===== src/rtl/rtch_pkg.sv =====
`default_nettype none
package rtch_pkg;

    localparam int CB      = 20;
    localparam int EW      = 21;
    localparam int PW      = 43;
    localparam int DW      = 66;
    localparam int NW      = 108;
    localparam int FACE_W  = 10;
    localparam int Q_DEPTH = 4;
    localparam int QA_W    = 2;
    localparam logic [31:0] NO_HIT_DISTANCE = 32'd256000;

    typedef struct packed {
        logic signed [DW-1:0] det;
        logic signed [DW-1:0] un;
        logic signed [DW-1:0] vn;
        logic signed [DW-1:0] tn;
        logic                 last;
    } tri_job_t;

    typedef struct packed {
        logic        hit;
        logic [31:0] distance;
        logic [16:0] u;
        logic [16:0] v;
        logic [FACE_W-1:0] face;
    } hit_res_t;

endpackage
`default_nettype wire


===== src/rtl/rtch_back.sv =====
`default_nettype none
module rtch_back (
    input  wire logic clk,
    input  wire logic rst_n,
    input  wire logic job_valid,
    input  wire rtch_pkg::tri_job_t job,
    output logic job_take,
    output logic res_valid,
    output rtch_pkg::hit_res_t res,
    input  wire logic res_take,
    output logic busy
);
    localparam logic [1:0] ST_IDLE = 2'd0;
    localparam logic [1:0] ST_DIV  = 2'd1;
    localparam logic [1:0] ST_FOLD = 2'd2;

    logic [1:0] state_reg;
    logic [5:0] cnt_reg;
    logic signed [rtch_pkg::DW-1:0] det_reg;
    logic [rtch_pkg::NW-1:0] rt_reg, ru_reg, rv_reg;
    logic [32:0] qt_reg, qu_reg, qv_reg;
    logic ok_reg, last_reg;
    logic have_reg;
    logic [31:0] bd_reg;
    logic [16:0] bu_reg, bv_reg;
    logic [rtch_pkg::FACE_W-1:0] bf_reg, fc_reg;
    logic res_v_reg;
    rtch_pkg::hit_res_t res_reg;

    logic ok;
    logic signed [rtch_pkg::DW:0] uv;
    logic [rtch_pkg::NW-1:0] dsh;
    logic [rtch_pkg::NW-1:0] tn_t, un_t, vn_t;
    logic [31:0] tsat;

    always_comb
    begin
        uv = {job.un[rtch_pkg::DW-1], job.un} + {job.vn[rtch_pkg::DW-1], job.vn};
        ok = (job.det != '0) && !job.un[rtch_pkg::DW-1] && (job.un <= job.det)
            && !job.vn[rtch_pkg::DW-1] && (uv <= {1'b0, job.det})
            && !job.tn[rtch_pkg::DW-1] && (job.tn != '0);
        dsh = rtch_pkg::NW'(det_reg) << (6'd32 - cnt_reg);
        tn_t = rt_reg - dsh;
        un_t = ru_reg - dsh;
        vn_t = rv_reg - dsh;
        tsat = qt_reg[32] ? 32'hFFFF_FFFF : qt_reg[31:0];
    end

    assign job_take  = (state_reg == ST_IDLE) && job_valid && !res_v_reg;
    assign busy      = state_reg != ST_IDLE;
    assign res_valid = res_v_reg;
    assign res       = res_reg;

    always_ff @(posedge clk or negedge rst_n)
    begin
        if (!rst_n)
        begin
            state_reg <= ST_IDLE;
            cnt_reg   <= '0;
            have_reg  <= 1'b0;
            fc_reg    <= '0;
            res_v_reg <= 1'b0;
            bd_reg    <= '0;
            bu_reg    <= '0;
            bv_reg    <= '0;
            bf_reg    <= '0;
            last_reg  <= 1'b0;
        end
        else
        begin
            if (res_v_reg && res_take)
                res_v_reg <= 1'b0;
            unique case (state_reg)
                ST_IDLE:
                begin
                    if (job_take)
                    begin
                        state_reg <= ST_DIV;
                        cnt_reg   <= '0;
                        last_reg  <= job.last;
                    end
                end
                ST_DIV:
                begin
                    cnt_reg <= cnt_reg + 6'd1;
                    if (cnt_reg == 6'd32)
                        state_reg <= ST_FOLD;
                end
                ST_FOLD:
                begin
                    state_reg <= ST_IDLE;
                    if (ok_reg && (!have_reg || tsat < bd_reg))
                    begin
                        have_reg <= 1'b1;
                        bd_reg   <= tsat;
                        bu_reg   <= qu_reg[16:0];
                        bv_reg   <= qv_reg[16:0];
                        bf_reg   <= fc_reg;
                    end
                    fc_reg <= fc_reg + 1'b1;
                    if (last_reg)
                    begin
                        res_v_reg <= 1'b1;
                        have_reg  <= 1'b0;
                        fc_reg    <= '0;
                        bd_reg    <= '0;
                        bu_reg    <= '0;
                        bv_reg    <= '0;
                        bf_reg    <= '0;
                    end
                end
                default: state_reg <= ST_IDLE;
            endcase
        end
    end

    always_ff @(posedge clk)
    begin
        if (job_take)
        begin
            ok_reg  <= ok;
            det_reg <= job.det;
            rt_reg  <= rtch_pkg::NW'(job.tn) << 8;
            ru_reg  <= rtch_pkg::NW'(job.un) << 16;
            rv_reg  <= rtch_pkg::NW'(job.vn) << 16;
            qt_reg  <= '0;
            qu_reg  <= '0;
            qv_reg  <= '0;
        end
        else if (state_reg == ST_DIV)
        begin
            // restoring division, one quotient bit per cycle from bit 32 down
            qt_reg <= {qt_reg[31:0], !tn_t[rtch_pkg::NW-1]};
            qu_reg <= {qu_reg[31:0], !un_t[rtch_pkg::NW-1]};
            qv_reg <= {qv_reg[31:0], !vn_t[rtch_pkg::NW-1]};
            if (!tn_t[rtch_pkg::NW-1]) rt_reg <= tn_t;
            if (!un_t[rtch_pkg::NW-1]) ru_reg <= un_t;
            if (!vn_t[rtch_pkg::NW-1]) rv_reg <= vn_t;
        end
        if (state_reg == ST_FOLD && last_reg)
        begin
            if (ok_reg && (!have_reg || tsat < bd_reg))
            begin
                res_reg.hit      <= 1'b1;
                res_reg.distance <= tsat;
                res_reg.u        <= qu_reg[16:0];
                res_reg.v        <= qv_reg[16:0];
                res_reg.face     <= fc_reg;
            end
            else
            begin
                res_reg.hit      <= have_reg;
                res_reg.distance <= have_reg ? bd_reg : rtch_pkg::NO_HIT_DISTANCE;
                res_reg.u        <= have_reg ? bu_reg : '0;
                res_reg.v        <= have_reg ? bv_reg : '0;
                res_reg.face     <= have_reg ? bf_reg : '0;
            end
        end
    end
endmodule
`default_nettype wire


===== config.mk =====
export PLATFORM = sky130hd
export DESIGN_NAME = rtch_back
export DESIGN_NICKNAME = d
export VERILOG_FILES = /design/src/rtl/rtch_pkg.sv /design/src/rtl/rtch_back.sv
export SDC_FILE = /design/constraint.sdc
export NUM_CORES = 2
export LEC_CHECK = 0
export BUFFER_PORTS_ARGS = -buffer_cell sky130_fd_sc_hd__buf_2
export CAP_MARGIN = 10
export CORE_ASPECT_RATIO = 0.9
export CORE_MARGIN = 8
export CORE_UTILIZATION = 55
export CTS_BUF_LIST = sky130_fd_sc_hd__clkbuf_8
export DETAILED_ROUTE_END_ITERATION = 10
export PLACE_DENSITY = 0.73
export SLEW_MARGIN = 40
export SYNTH_ARGS = -nofsm -noshare
export SYNTH_HDL_FRONTEND = slang
export SYNTH_SLANG_ARGS = --single-unit

===== constraint.sdc =====
create_clock -name clk -period 16.9 [get_ports clk]
set_input_delay 1.69 -clock clk [delete_from_list [all_inputs] [get_ports clk]]
set_output_delay 1.69 -clock clk [all_outputs]
set_load 0.05 [all_outputs]

Yosys cells after proc, flatten, opt, wreduce, memory -nomap -nowiden. Index checks and enable logic that the tools add are counted.

$lt $le $gt $ge: 3. Add/subtract/negate cells: 7. Mux-type cells: 34. Equality and inequality tests: 8. Bitwise operators: 3. Reductions and logical operators: 37. Shift operators: 1.

Operators with widths (number): 2-to-1 mux 108 bit (9); subtractor 108 bit (3); nonzero test 66 bit (2); 2-to-1 mux 32 bit (4); << shifter 108 x 6 -> 108 bit (1); 2-to-1 mux 17 bit (6); 2-to-1 mux 76 bit (1); adder 66 x 66 -> 67 bit (1); <= comparator 67 x 66 -> 1 bit (1); <= comparator 66 bit (1); 2-to-1 mux 10 bit (4); less-than comparator 32 bit (1); AND reduction 2 bit (10); case mux 6 bit (2 select lines) (1); logical AND 1 bit (11); adder 10 x 1 -> 10 bit, second input constant (1); inequality test 2 bit, second input constant (5); zero test 1 bit (8); nonzero test 2 bit (4); adder 6 x 1 -> 6 bit, second input constant (1); equality test 6 bit, second input constant (1); 2-to-1 mux 6 bit (1); subtractor 6 bit, first input constant (1); 2-to-1 mux 1 bit (5); other kinds (7) (10).

Bits of input ports: 269. Output and inout port bits: 80. Flip-flop bits (word level): 632. Logic and storage cells: 119.

Depth between registers and ports, before layout.
Depth after elaboration: 7. Mapped depth: 33. Gate-level depth less buffers: 26.

Least setup slack after synthesis. Ideal clock, no wire load.

Path kind: flip-flop to flip-flop. Start point: register cnt_reg[0]. End point: register rt_reg[100] (netlist name), enable pin. Data required time: 15.973 ns. Cell stages (with the launch flop): 30. Period minus slack after synthesis: 8.211 ns. Path buffers: 8. Data arrival time: 7.284 ns. Setup time: 0.927 ns. Slack: 8.689 ns. Cell sequence: dfrtp_1 -> buf_4 -> buf_6 -> inv_2 -> ha_1 -> buf_2 -> buf_1 -> buf_1 -> mux4_2 -> mux2i_1 -> nand2_1 -> o21ai_0 -> nor2_1 -> a21oi_1 -> nand2_1 -> o21ai_0 -> ha_1 -> clkbuf_1 -> a21oi_1 -> o21a_1 -> o21ai_0 -> a2111oi_0 -> a21oi_1 -> nand2b_1 -> o211ai_1 -> a21oi_1 -> o311ai_1 -> clkbuf_1 -> clkbuf_1 -> nand2_1.

Cells in the longest elaborated chain, start to end: 5.

RTL lines: start: declaration (RTL line rtch_back.sv:18) `logic [5:0] cnt_reg;`; start signal: assignment (RTL line rtch_back.sv:85) `cnt_reg <= cnt_reg + 6'd1;`; subtractor 6 bit (RTL line rtch_back.sv:42) `dsh = rtch_pkg::NW'(det_reg) << (6'd32 - cnt_reg);`; << shifter 108 x 6 -> 108 bit (RTL line rtch_back.sv:42); subtractor 108 bit (RTL line rtch_back.sv:43) `tn_t = rt_reg - dsh;`; inequality test 2 bit (no line); AND reduction 2 bit (no line); end signal: assignment (RTL line rtch_back.sv:123) `rt_reg <= rtch_pkg::NW'(job.tn) << 8;`; end signal: assignment (RTL line rtch_back.sv:136) `if (!tn_t[rtch_pkg::NW-1]) rt_reg <= tn_t;`; end: declaration (RTL line rtch_back.sv:20) `logic [rtch_pkg::NW-1:0] rt_reg, ru_reg, rv_reg;`.

Every way passes these cells. A chain may end at the register's enable or synchronous reset.

Final worst setup path.
Start point: register cnt_reg[0]. End point: register rt_reg[9] (netlist name), enable pin.

The elaborated chain is that of the path after synthesis.

==> results.json <==
{
  "multi_input_area_um2": 36600,
  "fin_nets": 7769,
  "max_freq_mhz": 109,
  "finalSetupViolCount": 0,
  "min_period_over_period_pct": 54.2,
  "async_reset_ff_share_pct": 15.3,
  "numPortBuffers": 348,
  "cp_num_buf_inv": 4,
  "placed_cells": 8183,
  "place_congestion": 1.06,
  "rows": 111,
  "ys.flop_type": "edfxtp_1",
  "crit_end": "rt_reg[9]",
  "clock_skew_ns": 0.0674,
  "path_clk_slew_ns": 0.07,
  "min-delay-start": "qt_reg[14]",
  "vias": 55400,
  "r2r_cells": 24,
  "reg2reg_from": "cnt_reg[0]",
  "routed_wl_mm": 214,
  "crit_arrival_ns": 9.63,
  "fin_cells": 8403,
  "die_w_um": 353,
  "cpMostUsedCell": "o21ai_0",
  "r2r_setup_slack_ns": 7.73,
  "yosys_register_bits": 632,
  "drtPass1Iterations": 8,
  "antenna_found_initial": 14,
  "drt_iter0_markers": 6700,
  "ios": 349,
  "hold_class": "reg -> reg",
  "layout-drive-gt1-share_pct": 11.0,
  "grt_pass1_wl_mm": 317,
  "grt_max_degree": 110,
  "avgSynthCellArea_um2": 8.27,
  "ys_seq_area_share_pct": 31.0,
  "crit_path_start_kind": "register",
  "synth_top_area_share_pct": 22.9,
  "crit_cells": 24,
  "cts_resized": 0,
  "clockRootBuffer": "clkbuf_8",
  "cts_tree": "yes",
  "reg2reg_to": "rt_reg[9]",
  "layout_commonest_cell": "nand2_1",
  "worstPathRequired_ns": 17.37,
  "wl_per_cell_um": 25.4,
  "die-area_um2": 113000,
  "path_max_fanout": 74,
  "post_cts_buffers": 0,
  "clk_path_buf_depth": 3,
  "maxCapViolations": 0,
  "register_area_um2": 17400,
  "grt_util_all_layers_pct": 36.1,
  "hpwl_mm": 169,
  "grt_pass1_vias": 51800,
  "crit_family": "compound AO/OA/AOI/OAI gates",
  "maxSlewViolCount": 0,
  "drc": 0,
  "layout_common_cells": "nand2_1, o21ai_0, a21oi_1",
  "antenna_left": 0,
  "worst-slew-pin-transition_ns": 0.934,
  "startpoint": "cnt_reg[0]",
  "syn_area_um2": 56100,
  "start_util_pct": 55.3,
  "synth_top_area_cell": "edfxtp_1",
  "fillers": 9180,
  "grt_overflow": 0,
  "post-route-util_pct": 60.7,
  "maxSlewHeadroom_pct": 37.3,
  "outcome": "finished, final reports clean",
  "cts_made_buffers": 110,
  "crit_type": "reg -> reg",
  "synth_edf_count": 428,
  "grt_setup_unrepaired": "no",
  "ys_warn_count": 0,
  "ys_types": 92,
  "cp-end-kind": "register",
  "h-tree-depth": 3,
  "crit_chain": "inv_2 > ha_2 > buf_6 > o21ai_0 > o21ai_0 > nor2_1 > a21oi_1 > nand2_1 > nand2_1 > nand2_1 > ha_1 > a211oi_1 > o211ai_1 > a211oi_1 > o21ai_0 > a21oi_1 > nand3_1 > o211ai_1 > a21oi_1 > o21ai_0 > o311ai_4 > buf_4 > nand2_4 > buf_6",
  "netlist_instances": 6788,
  "crit_path_top_delay_cell": "dfrtp_4",
  "postCtsHoldBufs": 0,
  "cpPeakStageDelay_ns": 0.84,
  "viasPerCell": 6.59,
  "core_area_um2": 102000,
  "clkSinkCount": 632,
  "syn_nets": 7614,
  "hold_viol": 0,
  "clkLatencyLatePin_ns": 0.85,
  "min_period_ns": 9.17,
  "synth.area.top_cells": "edfxtp_1, ha_1, o21ai_0",
  "area_delta_synth_final_pct": 9.71,
  "die_h_um": 319,
  "fin_setup_tns_ns": 0
}
## synthesized netlist by cell type, types with 23 or more instances
cell and n:
a211oi_1 36, a21boi_0 28, a21o_1 266, a21oi_1 654, a221oi_1 23, a22o_1 94
a31oi_1 61, and2_1 31, and3_1 44, buf_1 25, buf_2 32, clkbuf_1 316
dfrtp_1 97, dfxtp_1 107, edfxtp_1 428, ha_1 553, inv_1 284, mux2i_1 96
mux4_2 44, nand2_1 928, nand2b_1 59, nand3_1 207, nand4_1 165, nor2_1 370
nor2b_1 51, nor3_1 84, nor4_1 52, o211ai_1 42, o21a_1 66, o21ai_0 744
o21bai_1 83, o31ai_1 42, or2_2 23, or3_1 27, xnor2_1 206, xor2_1 160
## worst register-to-register path, delay by kind of cell, from the launching register on
family / cells / cell delay, ns
compound gates: 12 / 3.85
fa+ha+maj: 2 / 0.90
buf+inv: 4 / 1.50
simple gates: 6 / 1.57
flops: 1 / 0.84
## area by class of cell
| type | count | share of cell area [%] |
|---|---|---|
| multi-input cells | 5494 | 59.4 |
| well taps | 1356 | 2.75 |
| clock buffers | 125 | 2.79 |
| inverters | 286 | 1.76 |
| flip-flops and latches | 632 | 28.3 |
| clock inverters | 81 | 1.12 |
| diodes | 10 | 0.0406 |
| repair buffers | 419 | 3.82 |
## stage by stage
step / cell area [um^2] / hold WS (ns) / setup WS [ns]
after floorplan: 56100 / 0.434 / 8.69
after global placement: 58800 / 0.448 / 7.43
after detailed placement: 59100 / 0.455 / 7.69
after CTS: 61500 / 0.456 / 7.67
after global routing: 61600 / 0.488 / 7.63
final: 61600 / 0.449 / 7.73
## worst min path at each step
stage | endpoint | slack, ns | cells after the start
after CTS | qt_reg[15] | 0.46 | 2
final | qt_reg[15] | 0.45 | 2
after global routing | rv_reg[9] | 0.49 | 2
after floorplan | ru_reg[3] | 0.43 | 2
after global placement | rv_reg[12] | 0.45 | 2
after detailed placement | qt_reg[15] | 0.46 | 2
## metal layers
| metal | vias up | share of wire [%] | global-route usage (%) |
|---|---|---|---|
| li1 | 25400 | - | - |
| met1 | 26400 | 42 | 50.8 |
| met2 | 3169 | 42 | 53.1 |
| met3 | 473 | 11 | 7.87 |
| met4 | 6 | 4.9 | 15.8 |
| met5 | - | 0.021 | 0 |
## logic make-up (layout without fill, tap and decap cells)
logic type,count (synthesis),count (layout),synth area share [%]
other cells,0,10,0
simple gates,2098,2098,17.2
compound gates,2320,2320,25.3
fa+ha+maj,557,557,12.5
mux,151,151,3.70
buf+inv,662,911,4.53
xor+xnor,368,368,5.77
flops,632,632,31.0
Power is not shown: default switching activity piles up to over one toggle a cycle in this logic, so the estimate is an artifact.
